**src/fapsch_pkg.sv**
```systemverilog
// Types and constants shared by the poll scheduler modules.
`default_nettype none
package fapsch_pkg;

  // Input opcodes
  localparam logic [2:0] OP_TICK   = 3'd0;
  localparam logic [2:0] OP_FOCUS  = 3'd1;
  localparam logic [2:0] OP_PRIO   = 3'd2;
  localparam logic [2:0] OP_LOADED = 3'd3;
  localparam logic [2:0] OP_BOOT   = 3'd4;

  // Request kinds
  localparam logic REQ_PRICE = 1'b0;
  localparam logic REQ_CHART = 1'b1;

  // Configuration register indexes
  localparam logic [1:0] CFG_ACTIVE  = 2'd0;
  localparam logic [1:0] CFG_FOCUS   = 2'd1;
  localparam logic [1:0] CFG_BACKGND = 2'd2;
  localparam logic [1:0] CFG_SWITCH  = 2'd3;

  // Most results one input may cause
  localparam logic [4:0] RESULT_LIMIT = 5'd18;

  // Command queue between front and back
  localparam int QUEUE_DEPTH = 2;
  localparam int QPTR_W      = $clog2(QUEUE_DEPTH);
  localparam int QCNT_W      = $clog2(QUEUE_DEPTH + 1);

  typedef struct packed {
    logic [2:0]  opcode;
    logic [31:0] now_ms;
    logic [3:0]  token_index;
    logic [3:0]  focus_index;
  } in_word_t;

  typedef struct packed {
    logic       request_kind;
    logic [3:0] target_index;
    logic       last_request;
  } out_word_t;

  typedef enum logic [2:0] {
    CMD_TICK,
    CMD_FOCUS,
    CMD_PRIO,
    CMD_LOADED,
    CMD_BOOT
  } cmd_kind_t;

  typedef struct packed {
    cmd_kind_t   kind;
    logic [31:0] now;
    logic [3:0]  tok;
    logic [3:0]  foc;
  } cmd_t;

  typedef struct packed {
    logic push;
    cmd_t cmd;
  } q_push_t;

  typedef struct packed {
    logic [31:0] focus_period;
    logic [31:0] bg_period;
    logic [31:0] sw_delay;
  } sched_cfg_t;

  typedef struct packed {
    logic busy;
  } back_stat_t;

  typedef enum logic [3:0] {
    BK_IDLE,
    BK_PEND,
    BK_PRIO,
    BK_CSCAN,
    BK_FOCRD,
    BK_FOCCMP,
    BK_BG,
    BK_BOOTP,
    BK_BOOTC,
    BK_FLUSH
  } back_state_t;

endpackage
`default_nettype wire

```
**src/fapsch_ram.sv**
```systemverilog
// Generic single-write, single-read RAM with registered read data.
`default_nettype none
module fapsch_ram #(
  parameter int WIDTH = 32,
  parameter int DEPTH = 16,
  localparam int AW   = $clog2(DEPTH)
) (
  input  logic             clk,
  input  logic             we,
  input  logic [AW-1:0]    waddr,
  input  logic [WIDTH-1:0] wdata,
  input  logic             re,
  input  logic [AW-1:0]    raddr,
  output logic [WIDTH-1:0] rdata
);

  logic [WIDTH-1:0] mem_r [DEPTH];
  logic [WIDTH-1:0] rdata_r;

  always_ff @(posedge clk) begin
    if (we) begin
      mem_r[waddr] <= wdata;
    end
    if (re) begin
      rdata_r <= mem_r[raddr];
    end
  end

  assign rdata = rdata_r;

endmodule
`default_nettype wire

```
**src/fapsch_front.sv**
```systemverilog
// Front end: accepts input words, drops meaningless ones and classifies the rest.
`default_nettype none
module fapsch_front #(
  parameter int DEPTH = 16
) (
  input  logic                 in_valid,
  output logic                 in_stall,
  input  fapsch_pkg::in_word_t in_word,
  input  logic [4:0]           act_n,
  input  logic                 q_full,
  output fapsch_pkg::q_push_t  q_wr
);
  import fapsch_pkg::*;

  localparam logic [4:0] DEPTH_L = 5'(DEPTH);

  logic acc;
  logic tok_ok;
  logic prio_ok;

  assign in_stall = q_full;
  assign acc      = in_valid && !q_full;
  assign tok_ok   = {1'b0, in_word.token_index} < DEPTH_L;
  assign prio_ok  = {1'b0, in_word.token_index} < act_n;

  always_comb begin
    q_wr          = '0;
    q_wr.cmd.now  = in_word.now_ms;
    q_wr.cmd.tok  = in_word.token_index;
    q_wr.cmd.foc  = in_word.focus_index;
    q_wr.cmd.kind = CMD_TICK;
    case (in_word.opcode)
      OP_TICK: begin
        q_wr.push = acc;
      end
      OP_FOCUS: begin
        q_wr.push     = acc && tok_ok;
        q_wr.cmd.kind = CMD_FOCUS;
      end
      OP_PRIO: begin
        q_wr.push     = acc && prio_ok;
        q_wr.cmd.kind = CMD_PRIO;
      end
      OP_LOADED: begin
        q_wr.push     = acc && tok_ok;
        q_wr.cmd.kind = CMD_LOADED;
      end
      OP_BOOT: begin
        q_wr.push     = acc;
        q_wr.cmd.kind = CMD_BOOT;
      end
      default: begin
        q_wr.push = 1'b0;
      end
    endcase
  end

endmodule
`default_nettype wire

```
**src/fapsch_cmdq.sv**
```systemverilog
// Short command queue between the front and back ends.
`default_nettype none
module fapsch_cmdq (
  input  logic                clk,
  input  logic                rst_n,
  input  fapsch_pkg::q_push_t wr,
  output logic                full,
  output logic                q_valid,
  output fapsch_pkg::cmd_t    q_data,
  input  logic                pop
);
  import fapsch_pkg::*;

  localparam logic [QCNT_W-1:0] FULL_CNT = QCNT_W'(QUEUE_DEPTH);

  cmd_t              entry_r [QUEUE_DEPTH];
  logic [QPTR_W-1:0] wr_ptr_r, wr_ptr_nxt;
  logic [QPTR_W-1:0] rd_ptr_r, rd_ptr_nxt;
  logic [QCNT_W-1:0] cnt_r, cnt_nxt;
  logic              do_push;
  logic              do_pop;

  assign full    = (cnt_r == FULL_CNT);
  assign q_valid = (cnt_r != '0);
  assign q_data  = entry_r[rd_ptr_r];
  assign do_push = wr.push && !full;
  assign do_pop  = pop && q_valid;

  always_comb begin
    wr_ptr_nxt = wr_ptr_r;
    rd_ptr_nxt = rd_ptr_r;
    cnt_nxt    = cnt_r;
    if (do_push) begin
      wr_ptr_nxt = (32'(wr_ptr_r) == QUEUE_DEPTH - 1) ? '0 : wr_ptr_r + 1'b1;
    end
    if (do_pop) begin
      rd_ptr_nxt = (32'(rd_ptr_r) == QUEUE_DEPTH - 1) ? '0 : rd_ptr_r + 1'b1;
    end
    if (do_push && !do_pop) begin
      cnt_nxt = cnt_r + 1'b1;
    end else if (do_pop && !do_push) begin
      cnt_nxt = cnt_r - 1'b1;
    end
  end

  always_ff @(posedge clk) begin
    if (!rst_n) begin
      wr_ptr_r <= '0;
      rd_ptr_r <= '0;
      cnt_r    <= '0;
    end else begin
      wr_ptr_r <= wr_ptr_nxt;
      rd_ptr_r <= rd_ptr_nxt;
      cnt_r    <= cnt_nxt;
    end
  end

  always_ff @(posedge clk) begin
    if (do_push) begin
      entry_r[wr_ptr_r] <= wr.cmd;
    end
  end

endmodule
`default_nettype wire

```
**src/fapsch_back.sv**
```systemverilog
// Back end: sequencer that executes commands and issues fetch requests.
`default_nettype none
module fapsch_back #(
  parameter int DEPTH            = 16,
  parameter int BOOT_CHART_COUNT = 2
) (
  input  logic                    clk,
  input  logic                    rst_n,
  input  logic                    q_valid,
  input  fapsch_pkg::cmd_t        q_data,
  output logic                    q_pop,
  input  logic [4:0]              act_n,
  input  fapsch_pkg::sched_cfg_t  cfg,
  output logic                    out_valid,
  input  logic                    out_stall,
  output fapsch_pkg::out_word_t   out_word,
  output fapsch_pkg::back_stat_t  stat
);
  import fapsch_pkg::*;

  localparam int         IDX_W   = $clog2(DEPTH);
  localparam logic [4:0] DEPTH_L = 5'(DEPTH);
  localparam logic [4:0] BCC_L   = 5'(BOOT_CHART_COUNT);

  back_state_t      state_r, state_nxt;
  logic [31:0]      now_r, now_nxt;
  logic [3:0]       foc_r, foc_nxt;
  logic             pend_vld_r, pend_vld_nxt;
  logic [3:0]       pend_idx_r, pend_idx_nxt;
  logic [31:0]      fct_r, fct_nxt;
  logic             prio_vld_r, prio_vld_nxt;
  logic [3:0]       prio_idx_r, prio_idx_nxt;
  logic [DEPTH-1:0] mark_r, mark_nxt;
  logic [DEPTH-1:0] lft_vld_r, lft_vld_nxt;
  logic [4:0]       scan_r, scan_nxt;
  logic             cmp_vld_r, cmp_vld_nxt;
  logic [3:0]       cmp_idx_r, cmp_idx_nxt;
  logic [4:0]       cnt_r, cnt_nxt;
  logic             rd_vld_r, rd_vld_nxt;
  logic             hold_vld_r, hold_vld_nxt;
  logic             hold_kind_r, hold_kind_nxt;
  logic [3:0]       hold_idx_r, hold_idx_nxt;
  logic             out_valid_r, out_valid_nxt;
  out_word_t        out_word_r, out_word_nxt;

  logic             gen;
  logic             gen_kind;
  logic [3:0]       gen_idx;
  logic             flush;
  logic             re;
  logic [IDX_W-1:0] raddr;
  logic [IDX_W-1:0] mark_addr;
  logic             mark_sel;
  logic             push_req;
  logic             slot_free;
  logic             step_ok;
  logic             lft_we;
  logic [31:0]      ram_q;
  logic [31:0]      lft_q;
  logic [31:0]      age;
  logic             focus_ok;
  logic             pend_due;
  logic             pend_fire;
  logic             prio_hit;
  logic             cscan_end;
  logic             cscan_hit;
  logic             foc_hit;
  logic             bg_hit;
  logic             scan_end;
  logic             bootc_go;

  // Condition terms
  assign mark_addr = (state_r == BK_PRIO) ? prio_idx_r[IDX_W-1:0] : scan_r[IDX_W-1:0];
  assign mark_sel  = mark_r[mark_addr];
  assign focus_ok  = {1'b0, foc_r} < DEPTH_L;
  assign pend_due  = (now_r - fct_r) >= cfg.sw_delay;
  assign pend_fire = pend_vld_r && (pend_idx_r == foc_r) && pend_due;
  assign prio_hit  = prio_vld_r && ({1'b0, prio_idx_r} < act_n) && !mark_sel;
  assign scan_end  = scan_r >= act_n;
  assign cscan_end = scan_end;
  assign cscan_hit = !scan_end && !mark_sel;
  assign lft_q     = rd_vld_r ? ram_q : 32'd0;
  assign age       = now_r - lft_q;
  assign foc_hit   = age >= cfg.focus_period;
  assign bg_hit    = cmp_vld_r && !(focus_ok && (cmp_idx_r == foc_r))
                     && (age >= cfg.bg_period);
  assign bootc_go  = (scan_r < BCC_L) && !scan_end && (cnt_r < RESULT_LIMIT);

  // Sequencer outputs
  always_comb begin
    gen      = 1'b0;
    gen_kind = REQ_PRICE;
    gen_idx  = '0;
    flush    = 1'b0;
    re       = 1'b0;
    raddr    = scan_r[IDX_W-1:0];
    q_pop    = 1'b0;
    case (state_r)
      BK_IDLE: begin
        q_pop = q_valid;
      end
      BK_PEND: begin
        gen     = pend_fire;
        gen_idx = pend_idx_r;
      end
      BK_PRIO: begin
        gen      = prio_hit;
        gen_kind = REQ_CHART;
        gen_idx  = prio_idx_r;
      end
      BK_CSCAN: begin
        gen      = cscan_hit;
        gen_kind = REQ_CHART;
        gen_idx  = scan_r[3:0];
      end
      BK_FOCRD: begin
        re    = focus_ok;
        raddr = foc_r[IDX_W-1:0];
      end
      BK_FOCCMP: begin
        gen     = foc_hit;
        gen_idx = foc_r;
      end
      BK_BG: begin
        gen     = bg_hit;
        gen_idx = cmp_idx_r;
        re      = !bg_hit && !scan_end;
      end
      BK_BOOTP: begin
        gen     = !scan_end;
        gen_idx = scan_r[3:0];
      end
      BK_BOOTC: begin
        gen      = bootc_go;
        gen_kind = REQ_CHART;
        gen_idx  = scan_r[3:0];
      end
      BK_FLUSH: begin
        flush = 1'b1;
      end
      default: begin
        gen = 1'b0;
      end
    endcase
  end

  // A new request pushes the held one out; flush pushes it out marked last.
  assign slot_free = !out_valid_r || !out_stall;
  assign push_req  = hold_vld_r && (gen || flush);
  assign step_ok   = !push_req || slot_free;
  assign lft_we    = gen && step_ok && (gen_kind == REQ_PRICE);

  // Next state
  always_comb begin
    state_nxt = state_r;
    case (state_r)
      BK_IDLE: begin
        if (q_valid) begin
          if (q_data.kind == CMD_TICK) begin
            state_nxt = BK_PEND;
          end else if (q_data.kind == CMD_BOOT) begin
            state_nxt = BK_BOOTP;
          end
        end
      end
      BK_PEND: begin
        if (step_ok) begin
          state_nxt = BK_PRIO;
        end
      end
      BK_PRIO: begin
        if (step_ok) begin
          state_nxt = prio_hit ? BK_FOCRD : BK_CSCAN;
        end
      end
      BK_CSCAN: begin
        if (step_ok && (cscan_end || cscan_hit)) begin
          state_nxt = BK_FOCRD;
        end
      end
      BK_FOCRD: begin
        state_nxt = focus_ok ? BK_FOCCMP : BK_BG;
      end
      BK_FOCCMP: begin
        if (step_ok) begin
          state_nxt = BK_BG;
        end
      end
      BK_BG: begin
        if (step_ok && (bg_hit || scan_end)) begin
          state_nxt = BK_FLUSH;
        end
      end
      BK_BOOTP: begin
        if (step_ok && scan_end) begin
          state_nxt = BK_BOOTC;
        end
      end
      BK_BOOTC: begin
        if (step_ok && !bootc_go) begin
          state_nxt = BK_FLUSH;
        end
      end
      BK_FLUSH: begin
        if (step_ok) begin
          state_nxt = BK_IDLE;
        end
      end
      default: begin
        state_nxt = BK_IDLE;
      end
    endcase
  end

  // Register next values
  always_comb begin
    now_nxt       = now_r;
    foc_nxt       = foc_r;
    pend_vld_nxt  = pend_vld_r;
    pend_idx_nxt  = pend_idx_r;
    fct_nxt       = fct_r;
    prio_vld_nxt  = prio_vld_r;
    prio_idx_nxt  = prio_idx_r;
    mark_nxt      = mark_r;
    lft_vld_nxt   = lft_vld_r;
    scan_nxt      = scan_r;
    cmp_vld_nxt   = cmp_vld_r;
    cmp_idx_nxt   = cmp_idx_r;
    cnt_nxt       = cnt_r;
    rd_vld_nxt    = rd_vld_r;
    hold_vld_nxt  = hold_vld_r;
    hold_kind_nxt = hold_kind_r;
    hold_idx_nxt  = hold_idx_r;
    out_valid_nxt = out_valid_r;
    out_word_nxt  = out_word_r;

    if (q_pop) begin
      now_nxt  = q_data.now;
      foc_nxt  = q_data.foc;
      scan_nxt = '0;
      cnt_nxt  = '0;
      case (q_data.kind)
        CMD_FOCUS: begin
          pend_vld_nxt = 1'b1;
          pend_idx_nxt = q_data.tok;
          fct_nxt      = q_data.now;
        end
        CMD_PRIO: begin
          prio_vld_nxt = 1'b1;
          prio_idx_nxt = q_data.tok;
        end
        CMD_LOADED: begin
          mark_nxt[q_data.tok[IDX_W-1:0]] = 1'b1;
        end
        default: begin
          cnt_nxt = '0;
        end
      endcase
    end

    // Drop the pending switch once it is cancelled or served
    if (state_r == BK_PEND && step_ok && pend_vld_r && ((pend_idx_r != foc_r) || pend_due)) begin
      pend_vld_nxt = 1'b0;
    end

    if (lft_we) begin
      lft_vld_nxt[gen_idx[IDX_W-1:0]] = 1'b1;
    end

    if (re) begin
      rd_vld_nxt = lft_vld_r[raddr];
    end

    case (state_r)
      BK_PRIO: begin
        scan_nxt = '0;
      end
      BK_CSCAN: begin
        if (step_ok && !cscan_end && !cscan_hit) begin
          scan_nxt = scan_r + 1'b1;
        end
      end
      BK_FOCRD, BK_FOCCMP: begin
        scan_nxt    = '0;
        cmp_vld_nxt = 1'b0;
      end
      BK_BG: begin
        if (re) begin
          scan_nxt    = scan_r + 1'b1;
          cmp_vld_nxt = 1'b1;
          cmp_idx_nxt = scan_r[3:0];
        end
      end
      BK_BOOTP: begin
        if (scan_end) begin
          scan_nxt = '0;
        end else if (step_ok) begin
          scan_nxt = scan_r + 1'b1;
        end
      end
      BK_BOOTC: begin
        if (gen && step_ok) begin
          scan_nxt = scan_r + 1'b1;
        end
      end
      default: begin
        cmp_vld_nxt = cmp_vld_r;
      end
    endcase

    if (gen && step_ok) begin
      cnt_nxt       = cnt_r + 1'b1;
      hold_vld_nxt  = 1'b1;
      hold_kind_nxt = gen_kind;
      hold_idx_nxt  = gen_idx;
    end else if (flush && step_ok) begin
      hold_vld_nxt = 1'b0;
    end

    if (push_req && slot_free) begin
      out_valid_nxt             = 1'b1;
      out_word_nxt.request_kind = hold_kind_r;
      out_word_nxt.target_index = hold_idx_r;
      out_word_nxt.last_request = flush;
    end else if (!out_stall) begin
      out_valid_nxt = 1'b0;
    end
  end

  always_ff @(posedge clk) begin
    if (!rst_n) begin
      state_r     <= BK_IDLE;
      pend_vld_r  <= 1'b0;
      prio_vld_r  <= 1'b0;
      mark_r      <= '0;
      lft_vld_r   <= '0;
      cmp_vld_r   <= 1'b0;
      hold_vld_r  <= 1'b0;
      out_valid_r <= 1'b0;
    end else begin
      state_r     <= state_nxt;
      pend_vld_r  <= pend_vld_nxt;
      prio_vld_r  <= prio_vld_nxt;
      mark_r      <= mark_nxt;
      lft_vld_r   <= lft_vld_nxt;
      cmp_vld_r   <= cmp_vld_nxt;
      hold_vld_r  <= hold_vld_nxt;
      out_valid_r <= out_valid_nxt;
    end
  end

  always_ff @(posedge clk) begin
    now_r       <= now_nxt;
    foc_r       <= foc_nxt;
    pend_idx_r  <= pend_idx_nxt;
    fct_r       <= fct_nxt;
    prio_idx_r  <= prio_idx_nxt;
    scan_r      <= scan_nxt;
    cmp_idx_r   <= cmp_idx_nxt;
    cnt_r       <= cnt_nxt;
    rd_vld_r    <= rd_vld_nxt;
    hold_kind_r <= hold_kind_nxt;
    hold_idx_r  <= hold_idx_nxt;
    out_word_r  <= out_word_nxt;
  end

  fapsch_ram #(
    .WIDTH (32),
    .DEPTH (DEPTH)
  ) u_lft_ram (
    .clk   (clk),
    .we    (lft_we),
    .waddr (gen_idx[IDX_W-1:0]),
    .wdata (now_r),
    .re    (re),
    .raddr (raddr),
    .rdata (ram_q)
  );

  assign out_valid = out_valid_r;
  assign out_word  = out_word_r;
  assign stat.busy = (state_r != BK_IDLE);

endmodule
`default_nettype wire

```
**src/focus_aware_poll_scheduler_core.sv**
```systemverilog
// Top level of the focus-aware poll scheduler: config registers, front, queue, back.
// A tick's work grows with the n active entries and is dominated by the one-entry-per-cycle
//   chart scan, which holds while the output stalls, and the background scan through the fetch-time RAM.
// Boot walks a price scan over the entries, then a chart scan; other words are taken by the back while it idles.
// Throughput: the back runs one word at a time; a two-word queue decouples the input side.
// Reset: synchronous, active low; marks and fetch-time valid bits clear at once, no sweep.
`default_nettype none
module focus_aware_poll_scheduler_core #(
  parameter int MAX_ENTRIES      = 16,
  parameter int BOOT_CHART_COUNT = 2
) (
  input  logic                  clk,
  input  logic                  rst_n,
  input  logic                  in_valid,
  output logic                  in_stall,
  input  fapsch_pkg::in_word_t  in_word,
  output logic                  out_valid,
  input  logic                  out_stall,
  output fapsch_pkg::out_word_t out_word,
  input  logic                  cfg_valid,
  output logic                  cfg_ready,
  input  logic [1:0]            cfg_index,
  input  logic [31:0]           cfg_data
);
  import fapsch_pkg::*;

  // Only sixteen entries are addressable by the 4-bit index fields, so
  // storage never needs to be deeper than that.
  localparam int         DEPTH   = (MAX_ENTRIES < 16) ? MAX_ENTRIES : 16;
  localparam logic [4:0] DEPTH_L = 5'(DEPTH);

  logic [4:0]  act_tokens_r, act_tokens_nxt;
  logic [31:0] focus_per_r, focus_per_nxt;
  logic [31:0] bg_per_r, bg_per_nxt;
  logic [31:0] sw_delay_r, sw_delay_nxt;

  logic        cfg_we;
  logic [4:0]  act_n;
  sched_cfg_t  cfg;
  q_push_t     q_wr;
  logic        q_full;
  logic        q_valid;
  cmd_t        q_data;
  logic        q_pop;
  back_stat_t  bk_stat;

  // Configuration: always ready, one register per write.
  assign cfg_ready = 1'b1;
  assign cfg_we    = cfg_valid && cfg_ready;

  always_comb begin
    act_tokens_nxt = act_tokens_r;
    focus_per_nxt  = focus_per_r;
    bg_per_nxt     = bg_per_r;
    sw_delay_nxt   = sw_delay_r;
    if (cfg_we) begin
      case (cfg_index)
        CFG_ACTIVE:  act_tokens_nxt = cfg_data[4:0];
        CFG_FOCUS:   focus_per_nxt  = cfg_data;
        CFG_BACKGND: bg_per_nxt     = cfg_data;
        CFG_SWITCH:  sw_delay_nxt   = cfg_data;
        default:     act_tokens_nxt = act_tokens_r;
      endcase
    end
  end

  always_ff @(posedge clk) begin
    if (!rst_n) begin
      act_tokens_r <= 5'd16;
      focus_per_r  <= 32'd10000;
      bg_per_r     <= 32'd600000;
      sw_delay_r   <= 32'd3000;
    end else begin
      act_tokens_r <= act_tokens_nxt;
      focus_per_r  <= focus_per_nxt;
      bg_per_r     <= bg_per_nxt;
      sw_delay_r   <= sw_delay_nxt;
    end
  end

  // Clamp the active count to the entries that have storage.
  assign act_n = (act_tokens_r > DEPTH_L) ? DEPTH_L : act_tokens_r;

  assign cfg.focus_period = focus_per_r;
  assign cfg.bg_period    = bg_per_r;
  assign cfg.sw_delay     = sw_delay_r;

  // Front: drop unknown opcodes and out-of-range indexes, classify the rest.
  fapsch_front #(
    .DEPTH (DEPTH)
  ) u_front (
    .in_valid (in_valid),
    .in_stall (in_stall),
    .in_word  (in_word),
    .act_n    (act_n),
    .q_full   (q_full),
    .q_wr     (q_wr)
  );

  // Queue: hold classified words until the back is free.
  fapsch_cmdq u_cmdq (
    .clk     (clk),
    .rst_n   (rst_n),
    .wr      (q_wr),
    .full    (q_full),
    .q_valid (q_valid),
    .q_data  (q_data),
    .pop     (q_pop)
  );

  // Back: walk the tick or boot sequence and issue requests through a
  // one-word hold stage (to mark the final request) and an output register.
  fapsch_back #(
    .DEPTH            (DEPTH),
    .BOOT_CHART_COUNT (BOOT_CHART_COUNT)
  ) u_back (
    .clk       (clk),
    .rst_n     (rst_n),
    .q_valid   (q_valid),
    .q_data    (q_data),
    .q_pop     (q_pop),
    .act_n     (act_n),
    .cfg       (cfg),
    .out_valid (out_valid),
    .out_stall (out_stall),
    .out_word  (out_word),
    .stat      (bk_stat)
  );

  // Unknown opcodes never reach the queue.
  a_drop_unknown: assert property (@(posedge clk) disable iff (!rst_n)
    (in_valid && !in_stall && (in_word.opcode > OP_BOOT)) |-> !q_wr.push)
    else $error("unknown opcode queued");

  // The front never pushes into a full queue.
  a_no_overflow: assert property (@(posedge clk) disable iff (!rst_n)
    q_wr.push |-> !q_full)
    else $error("command queue overflow");

  // A fresh result only appears after the back was working on a word.
  a_out_from_busy: assert property (@(posedge clk) disable iff (!rst_n)
    $rose(out_valid) |-> $past(bk_stat.busy))
    else $error("result issued while back idle");

endmodule
`default_nettype wire

```
**config.mk**
```make
export PLATFORM = sky130hd
export DESIGN_NAME = focus_aware_poll_scheduler_core
export DESIGN_NICKNAME = d
export VERILOG_FILES = /design/src/fapsch_pkg.sv /design/src/fapsch_ram.sv /design/src/fapsch_front.sv /design/src/fapsch_cmdq.sv /design/src/fapsch_back.sv /design/src/focus_aware_poll_scheduler_core.sv
export SDC_FILE = /design/constraint.sdc
export NUM_CORES = 1
export LEC_CHECK = 0
export BUFFER_PORTS_ARGS = -buffer_cell sky130_fd_sc_hd__clkbuf_2
export CORE_ASPECT_RATIO = 2
export CORE_MARGIN = 4
export CORE_UTILIZATION = 57
export CTS_CLUSTER_DIAMETER = 200
export DETAILED_ROUTE_END_ITERATION = 10
export GPL_TIMING_DRIVEN = 0
export PLACE_DENSITY = 0.79
export SKIP_CTS_REPAIR_TIMING = 1
export SLEW_MARGIN = 20
export SYNTH_ARGS = -nofsm -noshare
export SYNTH_HDL_FRONTEND = slang
export SYNTH_SLANG_ARGS = --single-unit
```
**constraint.sdc**
```tcl
create_clock -name clk -period 5.8 [get_ports clk]
set_input_delay 0 -clock clk [delete_from_list [all_inputs] [get_ports clk]]
set_output_delay 0 -clock clk [all_outputs]
set_load 0.02 [all_outputs]
```
==> summary.txt <==
Global route
  – GRT Total Usage: between 20 and 30%
  – Pin count of the biggest net entering global routing: 44
  – First-pass GRT wire length: roughly 160 mm
  – GRT overflow: 0
  – Number of global-route vias before repair: 26219
  – Initial antenna violation count: 0

Power
  – Switching power: 8.32 mW
  – Internal power: 14.3 mW
  – Clock share of power: around 23%
  – Logic gate share of total power: 40.6%
  – PwrDens: 488 nW/um2
  – Peak VDD IR: between 0.4 and 0.5 mV
  – Sw Ratio: 36.8%
  – Sequential share of power: 36.6%
  – Static Leak: roughly 16 nW

Layout
  – Layout cells sized above 1: 19.1%
  – Inserted Diodes: 0
  – Area growth from synthesis to layout: 20.2%
  – Design area: 46400 um2
  – Fillcell total: 4141
  – Final #Nets: 3382
  – Fin util: between 60% and 70%

Synth
  – Flops & latches, synth: between 800 and 900
  – Synth async-reset ratio: 0%
  – Syn Std Cell Area: 38600 um2
  – Mapped Nets: 2995
  – Register area share after synthesis: 64.5%
  – Synth cell types: 74
  – Synth Instances: 2738
  – Most used DFF post-synth: edfxtp_1
  – Yosys warns: 0
  – Avg Inst Size Synth: 14.1 um2
  – Number of synthesized flops with an enable pin: slightly above 700

Min path
  – Worst hold path class: primary input to flip-flop
  – Worst Hold End: act_tokens_r[4]
  – WHS Path Cells: 3
  – Worst Hold Launch: cfg_index[0]

Timing
  – Achievable frequency: 0.153 GHz
  – Worst clock skew: 0.0387 ns
  – Slew Limit Fails: 0
  – Min Hold Slack: 0.00410 ns
  – Final setup violation count: 596
  – Tmin final: 6.56 ns
  – Setup TNS: -301.56 ns
  – Worst setup margin: -0.755 ns
  – Final Cycle Share: 113%
  – Least-Margin Pin Slew: roughly 1.3 ns
  – Max-slew headroom: 16.0%
  – Endpoints failing hold: 0
  – RSZ-0062 raised after global routing: yes

Job
  – Max_cap viols: 0

Route
  – DR DRC count: 0
  – Drt wl/cell: approximately 30 um
  – Initial DRC count: 3217
  – Pre-antenna DRT Iters: 6
  – Vias/cell: 6.57
  – Via Count: 26702
  – Post-DRT Antenna Nets: 0
  – Routed WL: around 120 mm

Critical path
  – Startpoint type of the worst setup path: flip-flop
  – Slowest stage cell on the critical path: o31a_1
  – Type of the worst setup path: flip-flop to flip-flop
  – Reg-to-reg startpoint: u_back.rd_vld_r
  – CP required: 6.18 ns
  – R2r worst-path depth: 26
  – Crit-path leading delay family: compound AO/OA/AOI/OAI gates
  – R2r setup slk: -0.76 ns
  – CP Launch Point: u_back.rd_vld_r
  – Worst path arrival time: 6.93 ns
  – Worst setup EP type: flip-flop
  – Slowest stage delay, CP: 0.51 ns
  – Number of buffers and inverters on the critical path: 6
  – Reg-to-reg critical path endpoint: u_back.u_lft_ram.mem_r[6][18]
  – Worst Path Max Fanout: 10

CTS
  – Number of CTS-inserted buffers: 72
  – Clk pin slew, worst setup/hold paths: 0.08 ns
  – CTS root buf: clkbuf_16
  – CTS tree: done
  – Worst skew pair latency: 0.68 ns
  – CTS sink count: slightly below 900
  – H-tree levels: 3
  – Clk buf depth: 3

Floorplanning
  – Initial Utilization: between 50 and 60%
  – Row cnt: 134
  – Die Height: 376 um
  – Chip Width: 192 um
  – IO Pins: 91
  – Die area: 72100 um2
  – Placeable Area: approximately 67000 um2

Place
  – I/O Buffers: 88
  – RePlAce Congestion: 0.968
  – Post-DP Area: 40900 um2
  – DP Wirelength: 75.1 mm

Run status
  – Status: finished, violations left
  – Failing checks: setup timing
## stage by stage
step / worst slack [ns] / instances / total power [mW]
global route: -0.908 / 4063 / 23.5
CTS: -2.55 / 3863 / 21.4
global placement: -3.18 / 3710 / 15.9
finish: -0.755 / 4063 / 22.6
detailed placement: -2.50 / 3735 / 16.3
floorplan: -0.108 / 2738 / 13.7
## synthesized netlist by cell type (all sizes together), types with 26 or more instances
library cell	instances	area [um2]
clkbuf	90	338
nor2	117	439
ha	173	2160
o21ai	57	297
inv	162	608
mux4	136	3080
a21oi	185	926
nand2	322	1210
nor2b	26	163
mux2	39	443
and2	41	257
o211ai	31	233
dfxtp	152	3040
nand3	32	160
xnor2	43	377
o21a	32	240
a31oi	45	282
edfxtp	727	21800
a21o	42	315
a211oi	48	365
## routing by layer
layer	GRT usage (%)	up-vias	routed length [um]
met5	0	-	0
met4	22.6	0	13000
met3	4.18	598	9920
met2	52.5	1913	62400
met1	30.6	13078	36700
li1	-	11113	-
## worst reg2reg max path: stages, from the launching register on
cell and delay, ns:
edfxtp_1 0.47, buf_4 0.24, clkbuf_4 0.27, nand2_1 0.09
ha_1 0.35, o21a_1 0.14, a2111oi_0 0.42, o31a_1 0.51
o21ai_4 0.15, a211oi_4 0.30, o21a_1 0.19, o21bai_1 0.09
a21o_1 0.22, xor2_2 0.17, ha_1 0.31, nand4_1 0.14
nor2_2 0.32, nand2_1 0.12, or3_4 0.36, a21oi_2 0.14
nand4b_4 0.15, buf_6 0.13, nand4_1 0.11, buf_6 0.21
nor2_4 0.27, buf_12 0.20, clkbuf_16 0.19
## kinds of logic after synthesis
group                    Yosys count  share of synthesized area, %
AO/OA/AOI/OAI                    507                          8.33
XOR/XNOR                          65                          1.48
adder cells (fa/ha/maj)          175                          5.72
buffers and inverters            268                          2.68
flip-flops                       879                          64.5
multiplexers                     191                          9.56
other                              1                       0.00973
AND/OR/NAND/NOR                  652                          7.71
## registers in the layout, indices dropped and copies added, names as in the netlist, 5 cells and up, named ones only
| signal | cells |
|---|---|
| u_back.cnt_r | 5 |
| u_back.mark_r | 16 |
| u_back.u_lft_ram.rdata | 32 |
| u_back.scan_r | 5 |
| u_back.out_word | 6 |
| u_back.fct_r | 32 |
| u_back.u_lft_ram.mem_r | 512 |
| u_back.lft_vld_r | 16 |
| sw_delay_r | 32 |
| u_cmdq.entry_r | 86 |
| u_back.now_r | 32 |
| bg_per_r | 32 |
| act_tokens_r | 5 |
| focus_per_r | 32 |
## cell usage in the layout, fill, tap and decap left out, types with 32 or more instances in the layout
cell           count
a21oi_1          178
a21o_1            42
mux2_2            38
mux4_2           132
dfxtp_1          152
nor2_1            99
and2_1            39
o21a_1            32
ha_1             171
clkbuf_16        103
buf_12            47
xnor2_1           43
dlygate4sd3_1     81
buf_4             39
edfxtp_1         727
a211oi_1          44
a31oi_1           44
clkbuf_1          99
nand2_1          320
clkbuf_2          90
inv_1            157
o21ai_0           47
## power groups by stage
| stage | sequential [mW] | combinational [mW] | clock [mW] |
|---|---|---|---|
| 2_1_floorplan | 8.20 | 5.54 | 0 |
| 3_3_place_gp | 8.46 | 7.43 | 0 |
| 3_5_place_dp | 8.48 | 7.85 | 0 |
| 4_1_cts | 8.37 | 7.98 | 5.09 |
| 5_1_grt | 8.32 | 9.80 | 5.42 |
| 6_report | 8.29 | 9.18 | 5.15 |
## final cells by class
cell class                      count  area, um2  share of cell area, %
Buffer                            106        439                  0.947
Clock buffer                       91       1970                   4.25
Clock inverter                     37        433                  0.934
Inverter                          162        611                   1.32
Multi-Input combinational cell   1592      13200                   28.4
Sequential cell                   879      24900                   53.7
Tap cell                          884       1110                   2.39
Timing Repair Buffer              312       3770                   8.14
## worst max path at each step
stage	endpoint	depth (start not counted)
after floorplan	u_back.u_lft_ram.mem_r[3][0]	23
after global placement	u_back.u_lft_ram.mem_r[3][2]	22
after detailed placement	u_back.u_lft_ram.mem_r[7][26]	23
after CTS	u_back.u_lft_ram.mem_r[7][22]	23
after global routing	u_back.u_lft_ram.mem_r[6][18]	26
final	u_back.u_lft_ram.mem_r[6][18]	26
Note: power is estimated with default switching activity, not from simulation.
